==> src/design/mcl_pkg.sv <==
// ----------------------------------------------------------------------------
// mcl_pkg
// shared constants, codes and handshake structs of the mip chain layout block
// ----------------------------------------------------------------------------
package mcl_pkg;

    localparam int DIM_BITS_DEF   = 16;
    localparam int MAX_LEVELS_DEF = 17;

    localparam int PAY_W      = 48;
    localparam int DEC_W      = 34;
    localparam int CFG_ADDR_W = 1;
    localparam int CFG_DATA_W = 48;
    localparam int FMT_W      = 3;
    localparam int CNT_W      = 5;
    localparam int LIDX_W     = 5;
    localparam int OFF_OUT_W  = 36;
    localparam int SIZE_OUT_W = 35;
    localparam int ST_W       = 3;

    localparam logic [CFG_ADDR_W-1:0] REG_PAYLOAD_LIMIT = 1'd0;
    localparam logic [CFG_ADDR_W-1:0] REG_DECODED_LIMIT = 1'd1;

    localparam logic ACT_LAYOUT = 1'b0;
    localparam logic ACT_INFER  = 1'b1;

    localparam logic [FMT_W-1:0] FMT_RGBA8   = 3'd0;
    localparam logic [FMT_W-1:0] FMT_RGBA16F = 3'd1;
    localparam logic [FMT_W-1:0] FMT_R32F    = 3'd2;
    localparam logic [FMT_W-1:0] FMT_DXT1    = 3'd3;
    localparam logic [FMT_W-1:0] FMT_DXT1A   = 3'd4;
    localparam logic [FMT_W-1:0] FMT_DXT3    = 3'd5;
    localparam logic [FMT_W-1:0] FMT_DXT5    = 3'd6;
    localparam logic [FMT_W-1:0] FMT_UNKNOWN = 3'd7;

    localparam logic [ST_W-1:0] ST_OK       = 3'd0;
    localparam logic [ST_W-1:0] ST_LIMIT    = 3'd1;
    localparam logic [ST_W-1:0] ST_COUNT    = 3'd2;
    localparam logic [ST_W-1:0] ST_FORMAT   = 3'd3;
    localparam logic [ST_W-1:0] ST_MISMATCH = 3'd4;

    // packed field bits of one descriptor and one result
    function automatic int in_bits(input int dim);
        return 1 + FMT_W + 2 * dim + CNT_W + PAY_W + 1;
    endfunction

    function automatic int out_bits(input int dim);
        return LIDX_W + 2 * dim + OFF_OUT_W + SIZE_OUT_W + CNT_W + ST_W;
    endfunction

    function automatic int byte_round(input int bits);
        return ((bits + 7) / 8) * 8;
    endfunction

    typedef struct packed {
        logic load;
        logic size;
        logic start;
        logic reject;
        logic run;
    } ctl_cmd_t;

    typedef struct packed {
        logic            fail;
        logic [ST_W-1:0] code;
        logic            out_free;
        logic            done;
    } dp_status_t;

endpackage

==> src/design/mcl_ctrl.sv <==
// ----------------------------------------------------------------------------
// mcl_ctrl
// sequencer: descriptor capture, setup checks, level run
// ----------------------------------------------------------------------------
module mcl_ctrl
(
    input  logic                clk,
    input  logic                rst_n,
    input  logic                s_tvalid,
    output logic                s_tready,
    input  mcl_pkg::dp_status_t status,
    output mcl_pkg::ctl_cmd_t   cmd
);

    typedef enum logic [3:0] {
        S_IDLE  = 4'b0001,
        S_SIZE  = 4'b0010,
        S_CHECK = 4'b0100,
        S_RUN   = 4'b1000
    } state_t;

    state_t state_reg;
    state_t state_next;

    always_comb
    begin
        state_next = state_reg;
        cmd        = '0;
        s_tready   = 1'b0;
        unique case (state_reg)
            S_IDLE:
            begin
                s_tready = 1'b1;
                if (s_tvalid)
                begin
                    cmd.load   = 1'b1;
                    state_next = S_SIZE;
                end
            end
            S_SIZE:
            begin
                cmd.size   = 1'b1;
                state_next = S_CHECK;
            end
            S_CHECK:
            begin
                if (status.fail)
                begin
                    if (status.out_free)
                    begin
                        cmd.reject = 1'b1;
                        state_next = S_IDLE;
                    end
                end
                else
                begin
                    cmd.start  = 1'b1;
                    state_next = S_RUN;
                end
            end
            S_RUN:
            begin
                cmd.run = 1'b1;
                if (status.done)
                begin
                    state_next = S_IDLE;
                end
            end
            default:
            begin
                state_next = S_IDLE;
            end
        endcase
    end

    always_ff @(posedge clk or negedge rst_n)
    begin
        if (!rst_n)
        begin
            state_reg <= S_IDLE;
        end
        else
        begin
            state_reg <= state_next;
        end
    end

endmodule

==> src/design/mcl_datapath.sv <==
// ----------------------------------------------------------------------------
// mcl_datapath
// descriptor registers, limit registers, level size pipeline and output beat
// ----------------------------------------------------------------------------
module mcl_datapath
#(
    parameter int DIM_BITS   = mcl_pkg::DIM_BITS_DEF,
    parameter int MAX_LEVELS = mcl_pkg::MAX_LEVELS_DEF,
    parameter int IN_W       = mcl_pkg::byte_round(mcl_pkg::in_bits(DIM_BITS)),
    parameter int OUT_W      = mcl_pkg::byte_round(mcl_pkg::out_bits(DIM_BITS))
)
(
    input  logic                              clk,
    input  logic                              rst_n,
    input  logic [IN_W-1:0]                   s_tdata,
    output logic                              m_tvalid,
    input  logic                              m_tready,
    output logic [OUT_W-1:0]                  m_tdata,
    output logic                              m_tlast,
    input  logic                              cfg_wr_en,
    input  logic [mcl_pkg::CFG_ADDR_W-1:0]    cfg_addr,
    input  logic [mcl_pkg::CFG_DATA_W-1:0]    cfg_wdata,
    input  mcl_pkg::ctl_cmd_t                 cmd,
    output mcl_pkg::dp_status_t               status
);

    localparam int LVL_W    = $clog2(MAX_LEVELS);
    localparam int DP1      = DIM_BITS + 1;
    localparam int PROD_W   = 2 * DIM_BITS;
    localparam int SIZE_W   = 2 * DIM_BITS + 3;
    localparam int OFF_W    = 2 * DIM_BITS + 4;
    localparam int PAY_W    = mcl_pkg::PAY_W;
    localparam int CMP_W    = (OFF_W > PAY_W) ? OFF_W : PAY_W;
    localparam int D4_W     = PROD_W + 2;
    localparam int DCMP_W   = (D4_W > mcl_pkg::DEC_W) ? D4_W : mcl_pkg::DEC_W;
    localparam int OUT_BITS = mcl_pkg::out_bits(DIM_BITS);
    localparam int P_FMT    = 1;
    localparam int P_W      = P_FMT + mcl_pkg::FMT_W;
    localparam int P_H      = P_W + DIM_BITS;
    localparam int P_CNT    = P_H + DIM_BITS;
    localparam int P_PAY    = P_CNT + mcl_pkg::CNT_W;
    localparam int P_PFX    = P_PAY + PAY_W;

    // descriptor
    logic                           action_reg;
    logic [mcl_pkg::FMT_W-1:0]      fmt_reg;
    logic [mcl_pkg::CNT_W-1:0]      count_reg;
    logic [PAY_W-1:0]               payload_reg;
    logic                           prefix_reg;

    // limits
    logic [PAY_W-1:0]               payload_limit_reg;
    logic [mcl_pkg::DEC_W-1:0]      decoded_limit_reg;

    // issue stage
    logic [DIM_BITS-1:0]            w_reg;
    logic [DIM_BITS-1:0]            h_reg;
    logic [LVL_W-1:0]               lvl_reg;
    logic                           s1_valid_reg;

    // size stage
    logic [PROD_W-1:0]              prod_reg;
    logic [DIM_BITS-1:0]            s2_w_reg;
    logic [DIM_BITS-1:0]            s2_h_reg;
    logic [LVL_W-1:0]               s2_lvl_reg;
    logic                           s2_final_reg;
    logic                           s2_valid_reg;
    logic [OFF_W-1:0]               off_reg;

    // output beat
    logic                           out_valid_reg;
    logic [OUT_W-1:0]               out_data_reg;
    logic                           out_last_reg;

    logic                           adv;
    logic                           is_block;
    logic [DIM_BITS-1:0]            bw;
    logic [DIM_BITS-1:0]            bh;
    logic [DP1-1:0]                 w_p3;
    logic [DP1-1:0]                 h_p3;
    logic [DIM_BITS-1:0]            mul_a;
    logic [DIM_BITS-1:0]            mul_b;
    logic [PROD_W-1:0]              prod_next;
    logic [DIM_BITS-1:0]            w_half;
    logic [DIM_BITS-1:0]            h_half;
    logic [DIM_BITS-1:0]            w_next;
    logic [DIM_BITS-1:0]            h_next;
    logic                           s1_final;
    logic [SIZE_W-1:0]              size_c;
    logic [OFF_W-1:0]               total_c;
    logic [CMP_W-1:0]               total_x;
    logic [CMP_W-1:0]               pay_x;
    logic [CMP_W-1:0]               min_x;
    logic                           match;
    logic                           over;
    logic                           bad;
    logic                           consume;
    logic                           emit;
    logic                           lim_fail;
    logic                           dec_fail;
    logic                           cnt_fail;
    logic [DIM_BITS-1:0]            max_wh;
    logic                           count_fits;
    logic                           out_load;
    logic [mcl_pkg::LIDX_W-1:0]     o_idx;
    logic [DIM_BITS-1:0]            o_w;
    logic [DIM_BITS-1:0]            o_h;
    logic [mcl_pkg::OFF_OUT_W-1:0]  o_off;
    logic [mcl_pkg::SIZE_OUT_W-1:0] o_size;
    logic [mcl_pkg::CNT_W-1:0]      o_found;
    logic [mcl_pkg::ST_W-1:0]       o_status;
    logic                           o_last;
    logic [OUT_BITS-1:0]            o_packed;

    assign adv = !out_valid_reg || m_tready;

    // shared multiplier: base area for the decoded check, then one level each time the run pipeline advances
    always_comb
    begin
        is_block = (fmt_reg >= mcl_pkg::FMT_DXT1);
        w_p3     = DP1'(w_reg) + DP1'(3);
        h_p3     = DP1'(h_reg) + DP1'(3);
        bw       = DIM_BITS'(w_p3[DP1-1:2]);
        bh       = DIM_BITS'(h_p3[DP1-1:2]);
        if (cmd.run && is_block)
        begin
            mul_a = bw;
            mul_b = bh;
        end
        else
        begin
            mul_a = w_reg;
            mul_b = h_reg;
        end
        prod_next = PROD_W'(mul_a) * PROD_W'(mul_b);
        w_half    = w_reg >> 1;
        h_half    = h_reg >> 1;
        w_next    = (w_half == '0) ? DIM_BITS'(1) : w_half;
        h_next    = (h_half == '0) ? DIM_BITS'(1) : h_half;
        if (action_reg == mcl_pkg::ACT_INFER)
        begin
            s1_final = ((w_reg == DIM_BITS'(1)) && (h_reg == DIM_BITS'(1)))
                       || (32'(lvl_reg) == MAX_LEVELS - 1);
        end
        else
        begin
            s1_final = (32'(lvl_reg) + 32'd1) == 32'(count_reg);
        end
    end

    // setup checks, valid in the check cycle
    always_comb
    begin
        dec_fail   = DCMP_W'({prod_reg, 2'b00}) > DCMP_W'(decoded_limit_reg);
        lim_fail   = (action_reg == mcl_pkg::ACT_LAYOUT)
                     && ((payload_reg > payload_limit_reg) || dec_fail);
        max_wh     = (w_reg > h_reg) ? w_reg : h_reg;
        count_fits = (max_wh >> (count_reg - mcl_pkg::CNT_W'(1))) != '0;
        cnt_fail   = (action_reg == mcl_pkg::ACT_LAYOUT)
                     && ((count_reg == '0) || (32'(count_reg) > MAX_LEVELS) || !count_fits);
        status.fail     = 1'b1;
        status.code     = mcl_pkg::ST_OK;
        priority if (lim_fail)
        begin
            status.code = mcl_pkg::ST_LIMIT;
        end
        else if (fmt_reg == mcl_pkg::FMT_UNKNOWN)
        begin
            status.code = mcl_pkg::ST_FORMAT;
        end
        else if ((w_reg == '0) || (h_reg == '0) || cnt_fail)
        begin
            status.code = mcl_pkg::ST_COUNT;
        end
        else
        begin
            status.fail = 1'b0;
        end
        status.out_free = adv;
        status.done     = consume && emit
                          && ((action_reg == mcl_pkg::ACT_INFER) || s2_final_reg);
    end

    // level size, running offset and extent compare
    always_comb
    begin
        unique case (fmt_reg)
            mcl_pkg::FMT_RGBA8,
            mcl_pkg::FMT_R32F:
            begin
                size_c = SIZE_W'({prod_reg, 2'b00});
            end
            mcl_pkg::FMT_RGBA16F,
            mcl_pkg::FMT_DXT1,
            mcl_pkg::FMT_DXT1A:
            begin
                size_c = SIZE_W'({prod_reg, 3'b000});
            end
            default:
            begin
                size_c = SIZE_W'({prod_reg, 4'b0000});
            end
        endcase
        total_c = off_reg + OFF_W'(size_c);
        total_x = CMP_W'(total_c);
        pay_x   = CMP_W'(payload_reg);
        min_x   = (total_x < pay_x) ? total_x : pay_x;
        match   = (total_x == pay_x);
        over    = (total_x > pay_x);
        bad     = prefix_reg ? (total_x >= pay_x) : !match;
        consume = cmd.run && adv && s2_valid_reg;
        if (action_reg == mcl_pkg::ACT_INFER)
        begin
            emit = match || over || s2_final_reg;
        end
        else
        begin
            emit = 1'b1;
        end
        out_load    = cmd.reject || (consume && emit);
    end

    // result beat
    always_comb
    begin
        o_idx    = '0;
        o_w      = '0;
        o_h      = '0;
        o_off    = '0;
        o_size   = '0;
        o_found  = '0;
        o_status = mcl_pkg::ST_OK;
        o_last   = 1'b1;
        if (cmd.reject)
        begin
            o_status = status.code;
        end
        else if (action_reg == mcl_pkg::ACT_INFER)
        begin
            if (match)
            begin
                o_found = mcl_pkg::CNT_W'(s2_lvl_reg) + mcl_pkg::CNT_W'(1);
                o_off   = mcl_pkg::OFF_OUT_W'(payload_reg);
            end
            else
            begin
                o_off    = mcl_pkg::OFF_OUT_W'(min_x);
                o_status = mcl_pkg::ST_MISMATCH;
            end
        end
        else
        begin
            o_idx  = mcl_pkg::LIDX_W'(s2_lvl_reg);
            o_w    = s2_w_reg;
            o_h    = s2_h_reg;
            o_size = mcl_pkg::SIZE_OUT_W'(size_c);
            o_last = s2_final_reg;
            if (s2_final_reg && bad)
            begin
                o_off    = mcl_pkg::OFF_OUT_W'(min_x);
                o_status = mcl_pkg::ST_MISMATCH;
            end
            else
            begin
                o_off = mcl_pkg::OFF_OUT_W'(off_reg);
            end
        end
        o_packed = {o_status, o_found, o_size, o_off, o_h, o_w, o_idx};
    end

    always_ff @(posedge clk or negedge rst_n)
    begin
        if (!rst_n)
        begin
            payload_limit_reg <= '1;
            decoded_limit_reg <= '1;
            s1_valid_reg      <= 1'b0;
            s2_valid_reg      <= 1'b0;
            out_valid_reg     <= 1'b0;
        end
        else
        begin
            if (cfg_wr_en)
            begin
                unique case (cfg_addr)
                    mcl_pkg::REG_PAYLOAD_LIMIT:
                    begin
                        payload_limit_reg <= cfg_wdata[PAY_W-1:0];
                    end
                    mcl_pkg::REG_DECODED_LIMIT:
                    begin
                        decoded_limit_reg <= cfg_wdata[mcl_pkg::DEC_W-1:0];
                    end
                    default:
                    begin
                        payload_limit_reg <= payload_limit_reg;
                    end
                endcase
            end
            if (cmd.start)
            begin
                s1_valid_reg <= 1'b1;
                s2_valid_reg <= 1'b0;
            end
            else if (cmd.run && adv)
            begin
                s2_valid_reg <= s1_valid_reg;
                if (s1_valid_reg && s1_final)
                begin
                    s1_valid_reg <= 1'b0;
                end
            end
            if (out_load)
            begin
                out_valid_reg <= 1'b1;
            end
            else if (m_tready)
            begin
                out_valid_reg <= 1'b0;
            end
        end
    end

    always_ff @(posedge clk)
    begin
        if (cmd.load)
        begin
            action_reg  <= s_tdata[0];
            fmt_reg     <= s_tdata[P_FMT +: mcl_pkg::FMT_W];
            w_reg       <= s_tdata[P_W +: DIM_BITS];
            h_reg       <= s_tdata[P_H +: DIM_BITS];
            count_reg   <= s_tdata[P_CNT +: mcl_pkg::CNT_W];
            payload_reg <= s_tdata[P_PAY +: PAY_W];
            prefix_reg  <= s_tdata[P_PFX];
        end
        if (cmd.size)
        begin
            prod_reg <= prod_next;
        end
        if (cmd.start)
        begin
            lvl_reg <= '0;
            off_reg <= '0;
        end
        else if (cmd.run && adv)
        begin
            if (s1_valid_reg)
            begin
                prod_reg     <= prod_next;
                s2_w_reg     <= w_reg;
                s2_h_reg     <= h_reg;
                s2_lvl_reg   <= lvl_reg;
                s2_final_reg <= s1_final;
                w_reg        <= w_next;
                h_reg        <= h_next;
                lvl_reg      <= lvl_reg + LVL_W'(1);
            end
            if (s2_valid_reg)
            begin
                off_reg <= total_c;
            end
        end
        if (out_load)
        begin
            out_data_reg <= OUT_W'(o_packed);
            out_last_reg <= o_last;
        end
    end

    assign m_tvalid = out_valid_reg;
    assign m_tdata  = out_data_reg;
    assign m_tlast  = out_last_reg;

endmodule

==> src/design/mip_chain_layout.sv <==
// ----------------------------------------------------------------------------
// mip_chain_layout
// mipmap chain size and offset calculator, one texture descriptor per beat
// ----------------------------------------------------------------------------
// input stream: one descriptor beat (action, format, base size, level count,
// payload byte count, prefix mode). output stream: one beat per mip level in
// layout mode, tlast on the final one; a single beat for a rejected
// descriptor or in infer mode.
// config port: payload_limit (index 0) and decoded_limit (index 1); both
// reset to all ones. the user must see that they are written only while the
// block is idle; the block itself does not enforce it.
// the descriptor is taken in the idle state, the base area is multiplied in
// the size state and the setup checks are made in the check state. levels
// then go through a two-stage multiply and accumulate pipeline at one level
// per cycle while the output is not stalled; infer mode walks the chain the
// same way until it matches or overruns the payload or hits its last level.
// one descriptor is in work at a time; the next is taken once the last beat
// of the current one sits in the output register.
// a stalled output holds its beat and freezes the level pipeline.
// reset clears the sequencer, the pipeline valids and the output valid.
// ----------------------------------------------------------------------------
module mip_chain_layout
#(
    parameter int DIM_BITS   = mcl_pkg::DIM_BITS_DEF,
    parameter int MAX_LEVELS = mcl_pkg::MAX_LEVELS_DEF
)
(
    input  logic                           clk,
    input  logic                           rst_n,
    input  logic                           s_tvalid,
    output logic                           s_tready,
    // action, pixel_format, base_width, base_height, level_count,
    // payload_bytes, prefix_mode
    input  logic [mcl_pkg::byte_round(mcl_pkg::in_bits(DIM_BITS))-1:0]  s_tdata,
    output logic                           m_tvalid,
    input  logic                           m_tready,
    // level_index, level_width, level_height, byte_offset, byte_size,
    // found_count, status
    output logic [mcl_pkg::byte_round(mcl_pkg::out_bits(DIM_BITS))-1:0] m_tdata,
    output logic                           m_tlast,
    input  logic                           cfg_wr_en,
    input  logic [mcl_pkg::CFG_ADDR_W-1:0] cfg_addr,
    input  logic [mcl_pkg::CFG_DATA_W-1:0] cfg_wdata
);

    mcl_pkg::ctl_cmd_t   cmd;
    mcl_pkg::dp_status_t status;

    mcl_ctrl u_ctrl
    (
        .clk      (clk),
        .rst_n    (rst_n),
        .s_tvalid (s_tvalid),
        .s_tready (s_tready),
        .status   (status),
        .cmd      (cmd)
    );

    mcl_datapath
    #(
        .DIM_BITS   (DIM_BITS),
        .MAX_LEVELS (MAX_LEVELS)
    )
    u_datapath
    (
        .clk       (clk),
        .rst_n     (rst_n),
        .s_tdata   (s_tdata),
        .m_tvalid  (m_tvalid),
        .m_tready  (m_tready),
        .m_tdata   (m_tdata),
        .m_tlast   (m_tlast),
        .cfg_wr_en (cfg_wr_en),
        .cfg_addr  (cfg_addr),
        .cfg_wdata (cfg_wdata),
        .cmd       (cmd),
        .status    (status)
    );

endmodule

==> config.mk <==
export PLATFORM = sky130hd
export DESIGN_NAME = mip_chain_layout
export DESIGN_NICKNAME = d
export VERILOG_FILES = /design/src/design/mcl_pkg.sv /design/src/design/mcl_ctrl.sv /design/src/design/mcl_datapath.sv /design/src/design/mip_chain_layout.sv
export SDC_FILE = /design/constraint.sdc
export NUM_CORES = 2
export LEC_CHECK = 0
export ABC_AREA = 1
export ABC_CLOCK_PERIOD_IN_PS = 9550
export BUFFER_PORTS_ARGS = -buffer_cell sky130_fd_sc_hd__buf_2
export CORE_MARGIN = 2
export CORE_UTILIZATION = 60
export DETAILED_ROUTE_END_ITERATION = 8
export PLACE_DENSITY = 0.8
export SYNTH_ARGS = -nofsm -noshare
export SYNTH_HDL_FRONTEND = slang
export SYNTH_SLANG_ARGS = --single-unit
export TNS_END_PERCENT = 10
==> constraint.sdc <==
create_clock -name clk -period 9.55 [get_ports clk]
set_clock_uncertainty 0.1 [all_clocks]
set_input_delay 1.91 -clock clk [delete_from_list [all_inputs] [get_ports clk]]
set_output_delay 1.91 -clock clk [all_outputs]
set_load 0.03 [all_outputs]
# Word-level counts from Yosys, hierarchy flattened
# Cells that the tools add are included.
[word_totals]
elab_cells = 164
output_inout_bits = 123
rom_bits = 0
latch_bits = 0
ff_bits = 407
mem_count = 0
ramBits = 0
[op_classes]
reduce_logical = 45
eq_ne = 17
div = 0
n_lt_le_gt_ge = 8
muxes = 56
bitwise = 4
n_addsub = 7
n_shift = 1
n_mul = 1
[op_table]
columns = ["operator", "count"]
rows = [
  ["2-to-1 mux 16 bit", 11],
  ["2-to-1 mux 36 bit", 4],
  ["2-to-1 mux 32 bit", 4],
  ["one-hot mux 35 bit (2 select lines)", 1],
  ["zero test 16 bit", 4],
  ["equality test 36 x 48 -> 1 bit", 1],
  ["greater-or-equal comparator 36 x 48 -> 1 bit", 1],
  ["> comparator 36 x 48 -> 1 bit", 1],
  ["> comparator 48 bit", 1],
  ["less-than comparator 36 x 48 -> 1 bit", 1],
  ["adder 36 x 35 -> 36 bit", 1],
  ["adder 16 x 2 -> 17 bit, second input constant", 2],
  ["> comparator 34 bit", 1],
  ["equality test 16 x 1 -> 1 bit, second input constant", 2],
  ["equality test 32 x 5 -> 1 bit", 1],
  ["multiplier 16 x 16 -> 32 bit", 1],
  ["2-to-1 mux 15 bit", 2],
  ["2-to-1 mux 1 bit", 21],
  ["2-to-1 mux 3 bit", 6],
  ["> comparator 16 bit", 1],
  ["2-to-1 mux 4 bit", 4],
  ["one-hot mux 4 bit (4 select lines)", 1],
  ["nonzero test 16 bit", 1],
  [">> shifter 16 x 5 -> 16 bit", 1],
  ["other kinds (27)", 65],
]

# Depth between registers and ports, before layout
[depth]
word_depth = 15
depth_mapped = 50

# Cells and area by module
# From an unflattened synthesis, not the netlist that was laid out.
[hier_totals]
cells_unflattened = 3700
hier_area_um2 = 30923.4
[modules_own_cells]
columns = ["mod", "area_per_inst_um2", "seq_area_each_um2", "cells_each", "n_inst"]
rows = [
  ["mcl_datapath", 30623.1, 10627.7, 3660, 1],
  ["mcl_ctrl", 300.3, 101.3, 40, 1],
]

# Least setup slack after synthesis
# OpenSTA, ideal clock, no wires.
[synth_path]
path_type = "register to register"
from = "reg u_datapath.h_reg[2]"
to = "reg u_datapath.prod_reg[29]"
required_ns = 9.325
setup_slack_ns = 1.941
n_path_buf = 1
setup_ns = 0.125
synth_period_minus_slack_ns = 7.609
arrival_ns = 7.384
stages_incl_launch_ff = 46
cell_sequence = "dfxtp_1 inv_2 nor2_2 inv_1 nor2_2 inv_1 nor2_1 inv_2 nor2_2 inv_2 nor2_2 inv_2 nor2_2 inv_2 nor2_1 inv_2 nand2_1 nand3b_1 [10 not listed] fa_1 inv_1 fa_1 inv_1 ha_1 a21oi_1 o21a_1 o221ai_1 a21oi_1 nor3_1 nor2_1 inv_1 a21oi_1 inv_1 a31o_2 or2_2 nand3_1 o21ai_0"
[synth_via]
elab_chain_cells = 14
[synth_lines]
columns = ["element", "line", "text"]
rows = [
  ["start, declared", "mcl_datapath.sv:57", "logic [DIM_BITS-1:0] h_reg;"],
  ["start signal, assigned", "mcl_datapath.sv:331", "h_reg <= s_tdata[P_H +: DIM_BITS];"],
  ["start signal, assigned", "mcl_datapath.sv:355", "h_reg <= h_next;"],
  ["parallel branches: the longest is 13 deep, another holds multiplier 16 x 16 -> 32 bit", "-", ""],
  ["2-to-1 mux 32 bit *", "mcl_datapath.sv:340", "if (cmd.start)"],
  ["end signal, assigned", "mcl_datapath.sv:338", "prod_reg <= prod_next;"],
  ["end signal, assigned", "mcl_datapath.sv:349", "prod_reg <= prod_next;"],
  ["end, declared", "mcl_datapath.sv:62", "logic [PROD_W-1:0] prod_reg;"],
]
# Every way passes the cells marked *.
# A chain may end at the register's enable or synchronous reset.

# Final worst setup path
[layout_path]
from = "reg u_datapath.w_reg[2]"
to = "reg u_datapath.prod_reg[28]"
[layout_via]
elab_chain_cells = 14
[layout_lines]
columns = ["element", "line", "text"]
rows = [
  ["start, declared", "mcl_datapath.sv:56", "logic [DIM_BITS-1:0] w_reg;"],
  ["start signal, assigned", "mcl_datapath.sv:330", "w_reg <= s_tdata[P_W +: DIM_BITS];"],
  ["start signal, assigned", "mcl_datapath.sv:354", "w_reg <= w_next;"],
  ["parallel branches: the longest is 13 deep, another holds multiplier 16 x 16 -> 32 bit", "-", ""],
  ["2-to-1 mux 32 bit *", "mcl_datapath.sv:340", ""],
]
# Marks and branches as above.

==> results.md <==
- Status: completed
- Hold Path Depth: 2
- CTS tree: yes
- Placed cells: 4600
- Final Wtd Congestion: 0.9877
- Flop2flop setup slack: 0.63 ns
- GRT Residual Overflow: 0
- Die Area: 53700 um^2
- Max Slew Vio Count: 0
- Vias in the first global route: 25.40k
- Core area: 51300 um^2
- Crit end category: register
- Maximum clock rate: 112.2 MHz
- Final Critical Period: 8.916 ns
- Worst Reg-to-Reg Cells: 47
- CP Buf/Inv Count: 12
- CTS Hold Bufs: 0
- Hold EP: u_datapath.payload_limit_reg[37]$_DFFE_PN1P_
- Clock transition at the registers of the reported paths: 0.06 ns
- Layout cell share with drive strength beyond 1: 13.00%
- Final ANT Viol Nets: 0
- Root buffer cell: clkbuf_16
- Hold Crit Class: reg2reg
- Via count: 26.58k
- DP HPWL: 68.41 mm
- RR Startpoint: u_datapath.w_reg[2]$_DFF_P_
- Worst Hold Launch: u_datapath.payload_limit_reg[37]$_DFFE_PN1P_
- First-pass GRT wire length: 137.6 mm
- Die width: 231.7 um
- Main synth FF type: edfxtp_1
- Max reg flops: 114
- H-tree depth: 2
- # DRC: 0
- Final #Nets: 4583
- Setup WS pre-CTS: 0.7093 ns
- Synth top area share: 20.36%
- Cell taking the most area after synthesis: edfxtp_1
- Largest stage delay on the critical path: 0.55 ns
- FF-to-FF End: u_datapath.prod_reg[28]$_DFF_P_
- GR Util All Layers: 33.06%
- Drt total wl: 87.84 mm
- Top Ports: 273
- Most used cell along the critical path: nand2_1
- Router iterations before antenna repair: 6
- Relative slew slack: 25.10%
- Final Cycle Share: 93.36%
- Final Setup Violations: 0
- Fin area: 34410 um^2
- CP Data Arrival Time: 9.25 ns
- Netlist cell types: 63
- Placed Area: 33020 um^2
- Mapped Area: 31120 um^2
- Worst-skew pair later-pin latency: 0.58 ns
- Non-filler cells in the finished layout: 4681
- CP Max Fanout: 9
- CTS max path bufs: 3
- Kind of critical path: reg2reg
- Final core occ: 67.08%
- Clock tree sinks: 403
- Site Rows: 83
- Via density: 5.678
- CP max-delay cell: fa_1
- Synth warnings: 0
- Pin slew with the least headroom to its limit: 1.120 ns
- Post-Syn Instances: 3743
- Ranking of synthesized cells by area: edfxtp_1, fa_1, ha_1
- Drt wl/cell: 18.76 um
- Synth Register Bits: 403
- Initial drt markers: 2953
- Antenna violations before repair: 2
- Initial core utilization: 60.66%
- MaxCap Viol Count: 0
- Setup slack after layout: 0.6338 ns
- Port Buffers: 260
- Synthesis-to-layout area growth: 10.60%
- Die Ht: 231.7 um
- Syn_area_per_cell: 8.313 um^2
- Crit path required time: 9.89 ns
- Number of flops mapped to enable cells by yosys: 211
- TritonCTS buffer count: 41
- Post-synthesis async set-or-reset flop share: 22.08%
- Final Hold Viols: 0
- Setup crit start kind: register
- Family with the most delay on the worst path: adder cells
- Post-synthesis sequential area ratio: 34.48%
- Largest net degree at the start of global routing: 97
## final cells by class
type                       instances  area, um^2
clock inverter                    18       197.7
antenna                            2       5.005
fill                            4111       16890
clock buffer                      58        1170
timing repair buffer             295        1579
multi-input combinational       2437       16920
sequential                       403       10730
inverter                         788        2964
tap                              680       850.8
## kinds of logic (layout without fill, tap and decap cells)
logic type | Yosys count | in the layout | share of synthesized area [%]
xor+xnor | 67 | 67 | 1.886
simple gates | 1264 | 1264 | 16.90
mux | 1 | 1 | 0.03217
flops | 403 | 403 | 34.48
fa+ha+maj | 467 | 467 | 23.48
compound gates | 632 | 632 | 11.89
other cells | 1 | 8 | 0.01205
buf+inv | 908 | 1159 | 11.32
## Yosys cell counts, types with 8 or more instances
| cell type | number |
|---|---|
| a211oi_1 | 8 |
| inv_2 | 16 |
| ha_1 | 272 |
| o211ai_1 | 80 |
| a21oi_1 | 175 |
| clkinv_1 | 21 |
| o221ai_1 | 23 |
| nand4_1 | 27 |
| edfxtp_1 | 211 |
| o21a_1 | 10 |
| xor2_1 | 39 |
| buf_4 | 8 |
| o22ai_1 | 33 |
| nor4_1 | 16 |
| buf_6 | 8 |
| nor3_1 | 24 |
| nand2_1 | 713 |
| inv_1 | 750 |
| xnor2_1 | 28 |
| nor2_2 | 10 |
| dfstp_2 | 83 |
| clkbuf_1 | 84 |
| dfxtp_1 | 103 |
| nand3_1 | 126 |
| nand2_2 | 10 |
| buf_2 | 17 |
| o21ai_1 | 13 |
| a21o_1 | 9 |
| or2_2 | 12 |
| o21ai_0 | 236 |
| a22oi_1 | 13 |
| fa_1 | 195 |
| a31oi_1 | 11 |
| nor2_1 | 300 |
## through the flow
stage	TNS (ns)	hold slack, ns
6_report	0	0.3788
5_1_grt	-0.04406	0.3995
4_1_cts	0	0.3830
3_5_place_dp	0	0.3732
3_3_place_gp	0	0.3644
2_1_floorplan	0	0.3064
## routing by layer
layer | routed length, um | GRT usage (%)
met4 | 3406 | 13.04
met5 | 13 | 0
met1 | 36170 | 47.18
met3 | 9651 | 6.004
met2 | 38600 | 50.10
## worst max path at each step
stage	cells after the start	slack (ns)	endpoint	startpoint
CTS	40	0.64	u_datapath.prod_reg[29]$_DFF_P_	u_datapath.w_reg[2]$_DFF_P_
detailed placement	40	0.71	u_datapath.prod_reg[29]$_DFF_P_	u_datapath.w_reg[2]$_DFF_P_
floorplan	45	1.94	u_datapath.prod_reg[29]$_DFF_P_	u_datapath.h_reg[2]$_DFF_P_
finish	47	0.63	u_datapath.prod_reg[28]$_DFF_P_	u_datapath.w_reg[2]$_DFF_P_
global route	47	-0.04	u_datapath.prod_reg[28]$_DFF_P_	u_datapath.w_reg[2]$_DFF_P_
global placement	40	0.81	u_datapath.prod_reg[29]$_DFF_P_	u_datapath.w_reg[2]$_DFF_P_
## timing repair
| item | CTS | global route |
|---|---|---|
| setup endpoints to repair | 0 | 2 |
| resized for setup | 0 | 3 |
| buffers inserted | 0 | 3 |
## cells in the final DEF (no fill, tap or decap), types with 12 or more instances in the layout
master     count
inv_1        749
nand2_1      709
nor2_1       298
ha_1         272
buf_2        259
o21ai_0      234
edfxtp_1     211
fa_1         195
a21oi_1      174
nand3_1      125
dfxtp_1      103
dfstp_2       83
o211ai_1      80
clkbuf_16     41
xor2_1        39
buf_4         35
o22ai_1       33
xnor2_1       28
nand4_1       27
nor3_1        24
o221ai_1      23
clkinv_1      20
inv_2         18
nor4_1        16
o21ai_1       15
nand2_2       13
a22oi_1       13
or2_2         12
## worst min-delay path: cells and delay by family (launching register included)
family,cells,cell delay (ns)
AOI/OAI and AO/OA,1,0.06
buffers and inverters,1,0.06
DFF,1,0.36
Power is not shown: default switching activity piles up to over one toggle a cycle in this logic, so the estimate is an artifact.
